## config.mk

```make
export PLATFORM = sky130hd
export DESIGN_NAME = lchs_ram
export DESIGN_NICKNAME = d
export VERILOG_FILES = /design/src/rtl/lower_convex_hull_stack_unit_assert.svh /design/src/rtl/lchs_ram.sv
export SDC_FILE = /design/constraint.sdc
export NUM_CORES = 1
export LEC_CHECK = 0
export BUFFER_PORTS_ARGS = -buffer_cell sky130_fd_sc_hd__buf_2
export CAP_MARGIN = 20
export CORE_ASPECT_RATIO = 1.1
export CORE_MARGIN = 8
export CORE_UTILIZATION = 60
export CTS_CLUSTER_SIZE = 30
export DETAILED_ROUTE_END_ITERATION = 8
export GPL_ROUTABILITY_DRIVEN = 0
export PLACE_DENSITY = 0.82
export SETUP_SLACK_MARGIN = 0.1
export SLEW_MARGIN = 10
export SYNTH_ARGS = -nofsm -noshare
export SYNTH_HDL_FRONTEND = slang
export SYNTH_SLANG_ARGS = --single-unit
```

## constraint.sdc

```tcl
create_clock -name clk -period 5.75 [get_ports clk]
set_clock_uncertainty 0.2 [all_clocks]
set_input_delay 0.8625 -clock clk [delete_from_list [all_inputs] [get_ports clk]]
set_output_delay 0.8625 -clock clk [all_outputs]
set_load 0.005 [all_outputs]
```

## src/rtl/lower_convex_hull_stack_unit_assert.svh

```systemverilog
// Assertion macros for the hull stack RTL.
`ifndef LOWER_CONVEX_HULL_STACK_UNIT_ASSERT_SVH
`define LOWER_CONVEX_HULL_STACK_UNIT_ASSERT_SVH

`ifndef SYNTHESIS

`define HULL_ASSERT_ALWAYS(lbl, expr) \
    lbl: assert property (@(posedge clk) disable iff (!rst_n) (expr)) \
        else $error("hull stack assertion failed");

`define HULL_ASSERT_IMPL(lbl, ante, cons) \
    lbl: assert property (@(posedge clk) disable iff (!rst_n) (ante) |-> (cons)) \
        else $error("hull stack assertion failed");

`define HULL_ASSERT_NEXT(lbl, ante, cons) \
    lbl: assert property (@(posedge clk) disable iff (!rst_n) (ante) |=> (cons)) \
        else $error("hull stack assertion failed");

`else

`define HULL_ASSERT_ALWAYS(lbl, expr)
`define HULL_ASSERT_IMPL(lbl, ante, cons)
`define HULL_ASSERT_NEXT(lbl, ante, cons)

`endif

`endif

```

## src/rtl/lchs_ram.sv

```systemverilog
`default_nettype none

module lchs_ram #(
    parameter int WIDTH = 8,
    parameter int DEPTH = 16
) (
    input  wire logic                     clk,
    input  wire logic                     we,
    input  wire logic [$clog2(DEPTH)-1:0] waddr,
    input  wire logic [WIDTH-1:0]         wdata,
    input  wire logic [$clog2(DEPTH)-1:0] raddr,
    output logic      [WIDTH-1:0]         rdata
);

    logic [WIDTH-1:0] mem [DEPTH];

    always_ff @(posedge clk)
    begin
        if (we)
        begin
            mem[waddr] <= wdata;
        end
        rdata <= mem[raddr];
    end

endmodule

`default_nettype wire

```

# Yosys cells after proc, flatten, opt, wreduce, memory -nomap -nowiden
# Memories as Yosys holds them, arrays and structs flattened. A register that Yosys moved wholly into a read port is not among the register bits.
# Cells that the tools add are included.
[classes]
n_mux = 2
[op_table]
columns = ["op", "n"]
rows = [
  ["1-bit two-way mux", 2],
]
[totals]
ff_bits = 0
mem_bits_rw = 128
output_inout_bits = 8
word_cells = 3
mem_count = 1
[memory_table]
columns = ["name", "words", "word_bits", "read_ports", "rd_ports_with_merged_regs", "wr", "line", "text"]
rows = [
  ["mem", 16, 8, 1, 1, 1, "lchs_ram.sv:15", "logic [WIDTH-1:0] mem [DEPTH];"],
]

# Longest topological paths before layout
[logic_depth]
depth_word = 2
mapped_depth = 5

# Least setup slack after synthesis
# No wires, ideal clock.
[synth_path]
kind = "input-to-reg"
startpoint = "in waddr[2]"
endpoint = "mem mem[0][0], enable pin"
setup_ns = 0.383
arrival_time_ns = 1.972
required_time_ns = 5.167
slack_ns = 3.195
stages = 2
n_path_buf = 0
cell_sequence = "or3b_2 > nor3_1"
[synth_rtl]
columns = ["item", "line", "text"]
rows = [
  ["start: declaration", "lchs_ram.sv:9", "input wire logic [$clog2(DEPTH)-1:0] waddr,"],
  ["end: declaration", "lchs_ram.sv:15", ""],
]
# No word-level cell before the write port.

==> out/metrics.cfg <==
[timing]
worstMarginPinSlew_ps = 1030
fin_hold_ws_ps = 476
slew_headroom_pct = 31.2
layout_worst_path_cycle_share_pct = 43.7
setup_viol = 0
timing.fmax_ghz = 0.398
hold_violations = 0
timing.setup.tns_ps = 0
fin_ws_ps = 3230
rsz0062_at_grt = false
period_needed_ps = 2520
slew_viol_final = 0

[synth]
netlist_instances = 229
synth-seq-cells = 136
synth_compound_gate_area_share_pct = 2.33
muxShareOfSynthArea_pct = 15.0
yosys_warnings = 0
synthAdderAreaFrac_pct = 0
synth_top_family_by_area = multiplexers
yosys.area_share.xor_xnor_pct = 0
synth_edf_count = 128
ys.flop_type = edfxtp_1
ys_types = 19
syn_nets = 247
synthSimpleGateAreaFrac_pct = 3.18
syn_area_um2 = 5150
syn-mean-instance-area_um2 = 22.5
async_flop_share_pct = 0
yosysSeqAreaShare_pct = 77.8

[critical_path]
cp_data_arrival_time_ps = 2720
crit_path_max_fanout = 32
cp.buffers_inverters = 1
end_kind = flip-flop
cp_top_family = buffers and inverters
path_cells = buf_2 > mux4_1 > a22oi_1 > nand2_1
cp-start-kind = primary input
slowest_stage = buf_2
required_ps = 5950
cp_slowest_stage_delay_ps = 760
path_class = primary input to flip-flop

[placed_design]
dp_slack_ps = 2680
place_inst = 357
place_hpwl_um = 5840
portBuffers = 25
place_area_um2 = 5350

[grt]
grt_start_max_net_pins = 33
grt_overflow = 0
grt_pass1_wl_um = 15300
grt_antenna_before_repair = 0
grt_use_total_pct = 18.0
grt_pass1_vias = 2589

[clock_network]
cts_resized = 0
cts_max_path_buffers = 2
cts_tree = yes
cts_max_level = 4
cts_sinks = 136
cts_root_buf = clkbuf_8
cts_setup_buffers = 0
cts.hold.buffers_added = 0
clk_latency_ps = 520
path_clk_slew_ps = 60
cts_buffers = 17

[run]
cap_violations = 0

[layout]
diodes = 0
area_growth_pct = 15.4
drive_gt1_share_pct = 27.7
final_area_um2 = 5940
finalNonFillerCells = 389
final_nets = 283
fillCellCount = 461

[route]
drt_iter0_markers = 186
wirelength_um = 9900
firstDrtPassIters = 4
via_count = 2451
drc = 0
via_per_inst = 6.30
drtAntennaViolNets = 0
wire_per_inst_um = 25.5

[floorplanning]
core_um2 = 8360
chipHeight_um = 113
start_util_pct = 61.5
io_pins = 26
die_w_um = 104
dieArea_um2 = 11800
rows = 35

[power_and_ir_drop]
p_leak_nw = 1.99
ir_drop_mv = 0.326
p_per_area_nw_per_um2 = 384

[outcome]
status = complete, no violations

[hold_path]
hold_class = flip-flop to flip-flop

==> flip-flops by register name, summed over array words and instances (netlist names) <==
name   flops
mem      128
rdata      8
==> power by group <==
part	switching [mW]	leakage, nW	internal, mW
clock	0.393	0.279	0.673
sequential	0.00678	1.22	1.11
combinational	0.0566	0.483	0.0396
==> metrics by stage <==
step / power [mW] / utilization [%]
finish: 2.28 / 71.0
global route: 2.34 / 71.0
CTS: 2.28 / 70.9
detailed placement: 1.23 / 63.9
global placement: 1.23 / 63.9
floorplan: 1.19 / -
==> synthesized netlist by cell type (3+ instances only) <==
cell type | number | area [um^2]
dfxtp_1 | 8 | 160
nor3_1 | 4 | 20.0
edfxtp_1 | 128 | 3840
clkdlybuf4s25_2 | 3 | 30.0
nand2_1 | 9 | 33.8
mux4_1 | 14 | 368
nor2_1 | 13 | 48.8
buf_2 | 3 | 15.0
mux4_2 | 18 | 405
a22oi_1 | 16 | 120
buf_6 | 3 | 33.8
==> per-layer routing <==
metal	global-route usage, %	wire length (um)
met1	22.2	4090
met5	0	0
met2	27.7	4940
met3	5.69	670
met4	10.2	207
==> worst min-delay path, stage by stage, from the launching register on <==
cell and delay [ps]:
edfxtp_1 310, mux4_2 230, a22oi_1 60, nand2_1 50
==> kinds of logic after synthesis <==
kind of cell | after synthesis
compound gates | 16
buf+inv | 10
flops | 136
mux | 32
simple gates | 35
==> final cells by class <==
type                       count  area (um^2)  share of cell area (%)
clock buffer                  21          439                    7.40
clock inverter                11          149                    2.51
multi-input combinational     83         1070                    18.0
sequential                   136         4000                    67.4
tap                          111          139                    2.34
timing repair buffer          27          140                    2.36
==> final timing paths <==
kind	start	end	slack [ps]	cells past startpoint
setup / recovery	raddr[0]	rdata[1]	3230	4
hold / removal	mem[15][3]	rdata[3]	480	3
setup reg to reg	mem[1][0]	rdata[0]	4150	3
hold reg to reg	mem[15][3]	rdata[3]	480	3
==> cell usage in the layout, fill, tap and decap left out, drive strengths merged, types with 2 or more instances in the layout <==
cell | synthesis | layout
edfxtp | 128 | 128
dfxtp | 8 | 8
buf | 7 | 27
nand2b | 2 | 2
mux4 | 32 | 32
clkinv | 0 | 4
nand3b | 2 | 2
a22oi | 16 | 16
bufinv | 0 | 3
clkbuf | 0 | 21
clkinvlp | 0 | 3
nand2 | 9 | 9
nor3 | 4 | 4
nor2 | 13 | 13
No activity file was read; power rests on OpenSTA's default activity.
