--- src/rtl/lower_convex_hull_stack_unit_assert.svh ---
// Assertion macros for the hull stack RTL.
`ifndef LOWER_CONVEX_HULL_STACK_UNIT_ASSERT_SVH
`define LOWER_CONVEX_HULL_STACK_UNIT_ASSERT_SVH

`ifndef SYNTHESIS

`define HULL_ASSERT_ALWAYS(lbl, expr) \
    lbl: assert property (@(posedge clk) disable iff (!rst_n) (expr)) \
        else $error("hull stack assertion failed");

`define HULL_ASSERT_IMPL(lbl, ante, cons) \
    lbl: assert property (@(posedge clk) disable iff (!rst_n) (ante) |-> (cons)) \
        else $error("hull stack assertion failed");

`define HULL_ASSERT_NEXT(lbl, ante, cons) \
    lbl: assert property (@(posedge clk) disable iff (!rst_n) (ante) |=> (cons)) \
        else $error("hull stack assertion failed");

`else

`define HULL_ASSERT_ALWAYS(lbl, expr)
`define HULL_ASSERT_IMPL(lbl, ante, cons)
`define HULL_ASSERT_NEXT(lbl, ante, cons)

`endif

`endif

--- src/rtl/lchs_pkg.sv ---
`default_nettype none

package lchs_pkg;

    localparam int HULL_DEPTH_DEF = 1024;
    localparam int X_WIDTH_DEF    = 20;
    localparam int Y_WIDTH_DEF    = 48;

    localparam int ACTION_W    = 2;
    localparam int INDEX_W     = 10;
    localparam int COUNT_OUT_W = 11;
    localparam int STATUS_W    = 2;
    localparam int CHUNK_W     = 32;

    localparam logic [ACTION_W-1:0] ACT_PUSH  = 2'd0;
    localparam logic [ACTION_W-1:0] ACT_READ  = 2'd1;
    localparam logic [ACTION_W-1:0] ACT_CLEAR = 2'd2;

    localparam logic [STATUS_W-1:0] ST_OK    = 2'd0;
    localparam logic [STATUS_W-1:0] ST_ORDER = 2'd1;
    localparam logic [STATUS_W-1:0] ST_FULL  = 2'd2;
    localparam logic [STATUS_W-1:0] ST_RANGE = 2'd3;

    typedef struct packed {
        logic done;
        logic left;
    } lchs_cross_stat_t;

endpackage

`default_nettype wire

--- src/rtl/lchs_cross.sv ---
`default_nettype none

module lchs_cross #(
    parameter int X_WIDTH = lchs_pkg::X_WIDTH_DEF,
    parameter int Y_WIDTH = lchs_pkg::Y_WIDTH_DEF
) (
    input  wire logic                        clk,
    input  wire logic                        rst_n,
    input  wire logic                        start,
    input  wire logic        [X_WIDTH-1:0]   px,
    input  wire logic signed [Y_WIDTH-1:0]   py,
    input  wire logic        [X_WIDTH-1:0]   qx,
    input  wire logic signed [Y_WIDTH-1:0]   qy,
    input  wire logic        [X_WIDTH-1:0]   rx,
    input  wire logic signed [Y_WIDTH-1:0]   ry,
    output lchs_pkg::lchs_cross_stat_t       stat
);

    import lchs_pkg::*;

    localparam int DY_W   = Y_WIDTH + 1;
    localparam int NCH    = (DY_W + CHUNK_W - 1) / CHUNK_W;
    localparam int MAG_W  = NCH * CHUNK_W;
    localparam int KW     = (NCH > 1) ? $clog2(NCH) : 1;
    localparam int PROD_W = CHUNK_W + X_WIDTH;
    localparam int ACC_W  = Y_WIDTH + X_WIDTH + 3;

    logic signed [DY_W-1:0]   dya;
    logic signed [DY_W-1:0]   dyb;
    logic        [DY_W-1:0]   mag_a;
    logic        [DY_W-1:0]   mag_b;

    logic [MAG_W-1:0]   mag_a_reg;
    logic [MAG_W-1:0]   mag_b_reg;
    logic               neg_a_reg;
    logic               neg_b_reg;
    logic [X_WIDTH-1:0] d_a_reg;
    logic [X_WIDTH-1:0] d_b_reg;

    logic               busy_reg;
    logic               job_reg;
    logic [KW-1:0]      k_reg;
    logic               prod_vld_reg;
    logic               fin_reg;

    logic [PROD_W-1:0]  prod_reg;
    logic               prod_neg_reg;
    logic [KW-1:0]      prod_k_reg;
    logic               prod_last_reg;
    logic [ACC_W-1:0]   acc_reg;

    logic [MAG_W-1:0]   mag_cur;
    logic [CHUNK_W-1:0] chunk;
    logic [X_WIDTH-1:0] d_cur;
    logic               neg_cur;
    logic               k_wrap;
    logic               last_issue;
    logic [ACC_W-1:0]   term;

    always_comb
    begin
        dya   = {ry[Y_WIDTH-1], ry} - {py[Y_WIDTH-1], py};
        dyb   = {qy[Y_WIDTH-1], qy} - {py[Y_WIDTH-1], py};
        mag_a = dya[DY_W-1] ? (DY_W'(0) - dya) : dya;
        mag_b = dyb[DY_W-1] ? (DY_W'(0) - dyb) : dyb;

        mag_cur    = job_reg ? mag_b_reg : mag_a_reg;
        d_cur      = job_reg ? d_b_reg : d_a_reg;
        neg_cur    = job_reg ? neg_b_reg : neg_a_reg;
        chunk      = mag_cur[k_reg*CHUNK_W +: CHUNK_W];
        k_wrap     = (k_reg == KW'(NCH - 1));
        last_issue = job_reg && k_wrap;
        term       = ACC_W'(prod_reg) << (prod_k_reg * CHUNK_W);
    end

    always_ff @(posedge clk or negedge rst_n)
    begin
        if (!rst_n)
        begin
            busy_reg     <= 1'b0;
            job_reg      <= 1'b0;
            k_reg        <= '0;
            prod_vld_reg <= 1'b0;
            fin_reg      <= 1'b0;
        end
        else
        begin
            fin_reg      <= prod_vld_reg && prod_last_reg;
            prod_vld_reg <= busy_reg;
            if (start)
            begin
                busy_reg <= 1'b1;
                job_reg  <= 1'b0;
                k_reg    <= '0;
            end
            else if (busy_reg)
            begin
                if (k_wrap)
                begin
                    k_reg   <= '0;
                    job_reg <= 1'b1;
                end
                else
                begin
                    k_reg <= k_reg + KW'(1);
                end
                if (last_issue)
                begin
                    busy_reg <= 1'b0;
                end
            end
        end
    end

    always_ff @(posedge clk)
    begin
        if (start)
        begin
            mag_a_reg <= MAG_W'(mag_a);
            mag_b_reg <= MAG_W'(mag_b);
            neg_a_reg <= dya[DY_W-1];
            neg_b_reg <= !dyb[DY_W-1];
            d_a_reg   <= qx - px;
            d_b_reg   <= rx - px;
            acc_reg   <= '0;
        end
        else if (prod_vld_reg)
        begin
            acc_reg <= prod_neg_reg ? (acc_reg - term) : (acc_reg + term);
        end
        prod_reg      <= PROD_W'(chunk) * PROD_W'(d_cur);
        prod_neg_reg  <= neg_cur;
        prod_k_reg    <= k_reg;
        prod_last_reg <= last_issue;
    end

    assign stat.done = fin_reg;
    assign stat.left = !acc_reg[ACC_W-1] && (acc_reg != '0);

endmodule

`default_nettype wire

--- config.mk ---
export PLATFORM = sky130hd
export DESIGN_NAME = lchs_cross
export DESIGN_NICKNAME = d
export VERILOG_FILES = /design/src/rtl/lower_convex_hull_stack_unit_assert.svh /design/src/rtl/lchs_pkg.sv /design/src/rtl/lchs_cross.sv
export SDC_FILE = /design/constraint.sdc
export NUM_CORES = 2
export LEC_CHECK = 0
export ABC_AREA = 1
export BUFFER_PORTS_ARGS = -buffer_cell sky130_fd_sc_hd__buf_2
export CAP_MARGIN = 20
export CORE_UTILIZATION = 25
export DETAILED_ROUTE_END_ITERATION = 10
export GPL_TIMING_DRIVEN = 0
export HOLD_SLACK_MARGIN = 0.06
export PLACE_DENSITY = 0.37
export SETUP_SLACK_MARGIN = 0.2
export SLEW_MARGIN = 25
export SYNTH_ARGS = -nofsm -noshare
export SYNTH_HDL_FRONTEND = slang
export SYNTH_SLANG_ARGS = --single-unit
--- constraint.sdc ---
create_clock -name clk -period 20.8 [get_ports clk]
set_input_delay 1.04 -clock clk [delete_from_list [all_inputs] [get_ports clk]]
set_output_delay 1.04 -clock clk [all_outputs]
set_load 0.02 [all_outputs]
; Word level (Yosys, flattened, before mapping)
; Cells that the tools add are included.
[totals]
output_inout_bits = 2
elab_cells = 54
ff_bits = 271
[classes]
multipliers = 1
shifts = 2
n_mux = 15
reduce_logical = 9
n_addsub = 9
[op_table]
columns = op, count
row1 = $sub 1x49->49 const A, 2
row2 = $sub 48x48->49, 2
row3 = $mux 48, 2
row4 = $add 71x71->71, 1
row5 = $mux 71, 1
row6 = $reduce_bool 71->1, 1
row7 = $shl 52x6->71, 1
row8 = $sub 71x71->71, 1
row9 = $shiftx 64x7->32, 1
row10 = $mul 32x20->52, 1
row11 = $mux 49, 1
row12 = $sub 20x20->20, 2
row13 = $mux 20, 1
row14 = $mux 1, 10
row15 = $reduce_bool 2->1, 2
row16 = $logic_and 1x1->1, 3
row17 = $logic_not 1->1, 2
row18 = $reduce_and 2->1, 1
row19 = $add 1x1->1 const B, 1

; Longest topological paths before layout
[logic_depth]
word_depth = 4
ltp_mapped = 35
depth_no_buf = 33

; Worst setup path before layout
; No wires, ideal clock.
[synth_path]
path_type = flip-flop to flip-flop
start = register job_reg
end = register prod_reg[49]
setup_ns = 0.127
t_required_ns = 20.673
arrival_ns = 6.936
path_slack_ns = 13.737
stages_incl_launch_ff = 31
cell_sequence = dfrtp_1 -> clkbuf_1 -> clkbuf_1 -> nand2_1 -> o21ai_1 -> clkinv_1 -> clkbuf_1 -> nor2_1 -> fa_1 -> fa_1 -> inv_1 -> fa_1 -> inv_1 -> fa_1 -> inv_1 -> fa_1 -> inv_1 -> fa_1 -> inv_1 -> fa_1 -> inv_1 -> ha_1 -> nand2_1 -> nand2_1 -> a31oi_1 -> nand2_1 -> a31oi_1 -> o21ai_0 -> a21boi_0 -> o21ai_0 -> xor2_1
[synth_between]
elab_chain_cells = 3
word_cells_on_any_way = 4
cone_classes = 1 x mul / 1 x shift / 2 x mux
[synth_lines]
columns = item, line_no
row1 = start: declaration, lchs_cross.sv:41  ; logic job_reg;
row2 = start signal: assignment, lchs_cross.sv:81  ; job_reg <= 1'b0;
row3 = start signal: assignment, lchs_cross.sv:93  ; job_reg <= 1'b0;
row4 = start signal: assignment, lchs_cross.sv:101  ; job_reg <= 1'b1;
row5 = $mux 49, lchs_cross.sv:67  ; mag_cur = job_reg ? mag_b_reg : mag_a_reg;
row6 = $shiftx 64x7->32, lchs_cross.sv:70  ; chunk = mag_cur[k_reg*CHUNK_W +: CHUNK_W];
row7 = $mul 32x20->52 (*), lchs_cross.sv:131  ; prod_reg <= PROD_W'(chunk) * PROD_W'(d_cur);
row8 = end signal: assignment, lchs_cross.sv:131
row9 = end: declaration, lchs_cross.sv:46  ; logic [PROD_W-1:0] prod_reg;
; Every way passes the cells marked *; elsewhere a longest branch is shown, timed or not.
; A chain may end at the register's enable or synchronous reset.

; Final worst setup path
[layout_path]
start = register job_reg
end = register prod_reg[31]
; The elaborated chain is that of the path after synthesis.

==> impl_results.md <==
- Synth Instances: 7720
- Worst Setup End Kind: flop
- Sinks on Clock Net: 271
- Fin util: 0.282
- Number of synthesized flops with an enable pin: 140
- RSZ-0062 raised after global routing: no
- Synth unique cells: 65
- IO Pins: 209
- Reg clk slew, reported paths: 0.06 ns
- Synth-to-Final Area Change: 11.7%
- Largest net degree at the start of global routing: 87
- Syn Nets: 8837
- H-tree depth: 2
- Tmin final: 10.45 ns
- Most common cell type on the critical path: fa_1
- Vias per inst: 4.59
- First-pass GRT wire length: 335000 um
- Initial antenna violation count: 6
- Number of flip-flops in the largest register: 71
- Data required, critical path: 21.24 ns
- Hold Crit Class: primary input to async pin
- CP max stage cell: o21ai_1
- Worst Tran Pin Value: 1.15 ns
- Fraction of layout cells with a size suffix above 1: 0.0553
- Post-route antenna net violation count: 0
- Port bufs: 208
- Period utilisation layout: 0.502
- Vias: 49011
- Total CTS buffers: 39
- Worst-path fanout max: 10
- Sequential area share after synthesis: 0.134
- Post-DP Area: 0.0556 sq mm
- Total track usage: 0.221
- Global route total overflow: 0
- Post-cts repair resize count: 0
- Final slew viol count: 0
- Clk_lat worst skew: 0.64 ns
- Die Y: 454 um
- Post-route cell area: 0.0571 sq mm
- DRT iter0 DRCs: 3523
- Die extent in x: 454 um
- Post-synth ARST share: 0.0185
- Hpwl dp: 200000 um
- CP startpoint kind: flop
- Syn_area_per_cell: 6.62 sq um
- Outcome: completed
- Achievable Freq: 95.7 MHz
- Final setup violation count: 0
- Final Hold Fails: 0
- Hold Buf Count CTS: 0
- CTS tree: yes
- Synth Cell Area: 0.0511 sq mm
- WL/cell: 21.4 um
- Fillers: 22967
- Number of synthesis warnings: 0
- Post-synth top flop: edfxtp_1
- DIE AREA: 0.206 sq mm
- Critical Path AT: 10.89 ns
- Max-Cap Viols: 0
- Vias in the first global route: 49505
- WP buf/inv: 9
- Final WL: 228000 um
- Pre-antenna DRT Iters: 8
- CTS max path bufs: 3
- Layout Nets: 9091
- Row cnt: 165
- Worst path max stage delay: 0.98 ns
- Skew final: 0.0656 ns
- Final TNS setup: 0 ns
- Crit Path Class: flop to flop
- DRC viols: 0
- Top Family by Delay on Critical Path: adder cells
- Placer Congestion: 0.953
- Post-CTS Setup Inserts: 0
- Post-synthesis sequential element count: 271
- Root Buffer: clkbuf_16
- Core Area: 0.203 sq mm
- Initial Utilization: 0.252
- Normalized max-slew margin: 0.226
- Hold Slack: 0.237 ns
synthesized netlist by cell type, drive strengths merged (7+ instances only):
library cell / instances / share of area
nand3b: 26 / 0.0041
o211ai: 18 / 0.0026
o21ai: 288 / 0.029
o21bai: 41 / 0.0060
dfxtp: 126 / 0.049
edfxtp: 140 / 0.082
inv: 1652 / 0.12
o221ai: 9 / 0.0015
nor4: 29 / 0.0037
nor3: 56 / 0.0056
nor2: 1053 / 0.080
o21a: 20 / 0.0029
a21boi: 23 / 0.0034
xnor2: 77 / 0.013
buf: 23 / 0.0038
clkinv: 17 / 0.0012
a21o: 18 / 0.0026
a31oi: 39 / 0.0048
nand3: 308 / 0.032
nand2: 2089 / 0.16
o31ai: 7 / 0.0010
nand4: 92 / 0.011
or2: 15 / 0.0019
fa: 541 / 0.21
and3: 9 / 0.0011
ha: 369 / 0.090
a21oi: 290 / 0.029
xor2: 185 / 0.032
clkbuf: 129 / 0.0095
worst paths after layout:
path                       startpoint           end  cells after the start  slack (ns)
setup / recovery              job_reg  prod_reg[31]                     27       10.35
hold / removal                  rst_n       fin_reg                      1        0.24
setup reg to reg              job_reg  prod_reg[31]                     27       10.35
hold reg to reg                 k_reg    prod_k_reg                      0        0.38
max in group asynchronous       rst_n       job_reg                      1       20.35
min in group clk                k_reg    prod_k_reg                      0        0.38
cells in the final DEF (no fill, tap or decap), types with 11 or more instances in the layout:
master and count:
ha_1 369, a31oi_1 39, nand3_1 292, clkbuf_16 39, o21a_1 20, nand2_1 2045
o21ai_2 20, nand2_2 33, xnor2_1 77, clkinv_1 20, nand3_2 16, nor2_1 1023
a21boi_0 23, edfxtp_1 140, nor2_2 17, nand3b_1 25, a21oi_1 287, clkbuf_1 126
buf_2 212, a21o_1 18, buf_6 12, nor3_1 55, xor2_1 184, dfxtp_1 126
o21ai_1 31, o21ai_0 236, fa_1 541, inv_1 1644, nand2_4 11, o21bai_1 41
o211ai_1 18, nor4_1 28, nand4_1 91, nor2_4 11
stage by stage:
stage	cells	setup slack, ns
floorplan	7720	13.74
global placement	10600	10.27
detailed placement	10604	10.33
CTS	10676	10.28
global route	10677	9.94
finish	10680	10.35
final cells by class:
class,instances,area (sq um),share of cell area
Multi-Input combinational cell,5628,37400,0.655
Sequential cell,271,6850,0.120
Inverter,1669,6260,0.110
Tap cell,2672,3340,0.0585
Timing Repair Buffer,213,1130,0.0197
Clock buffer,45,1020,0.0178
Buffer,152,687,0.0120
Clock inverter,27,428,0.00749
Antenna cell,3,7.51,0.000131
cells by family after synthesis:
kind of cell / synth area share
buffers and inverters: 0.136
multiplexers: 0.000196
XOR/XNOR: 0.0450
adder cells (fa/ha/maj): 0.302
AND/OR/NAND/NOR: 0.298
flip-flops: 0.134
AO/OA/AOI/OAI: 0.0852
per-layer routing:
| metal | vias up | wire, um | global-route usage |
|---|---|---|---|
| li1 | 24105 | - | - |
| met1 | 23734 | 108000 | 0.305 |
| met2 | 1034 | 108000 | 0.377 |
| met3 | 136 | 8970 | 0.0191 |
| met4 | 2 | 3760 | 0.0351 |
| met5 | - | 8 | 0 |
worst reg2reg max path: stages, from the launching register on:
cell      delay, ns
dfrtp_1        0.33
clkbuf_1       0.42
clkinv_1       0.59
clkbuf_1       0.54
o21ai_1        1.00
inv_1          0.55
clkbuf_1       0.54
nand2_1        0.23
fa_1           0.46
fa_1           0.52
fa_1           0.51
inv_1          0.06
fa_1           0.55
fa_1           0.42
fa_1           0.49
inv_1          0.08
fa_1           0.50
inv_1          0.05
ha_1           0.44
nand2_1        0.16
nor2_1         0.19
nand2_1        0.13
nor4_1         0.61
a21oi_1        0.22
inv_1          0.13
nand2_1        0.05
nand2_1        0.09
xor2_1         0.42
Power is left out: the tool's default activity adds up to more than one toggle a clock period on the data nets, which glitch-free logic cannot reach.
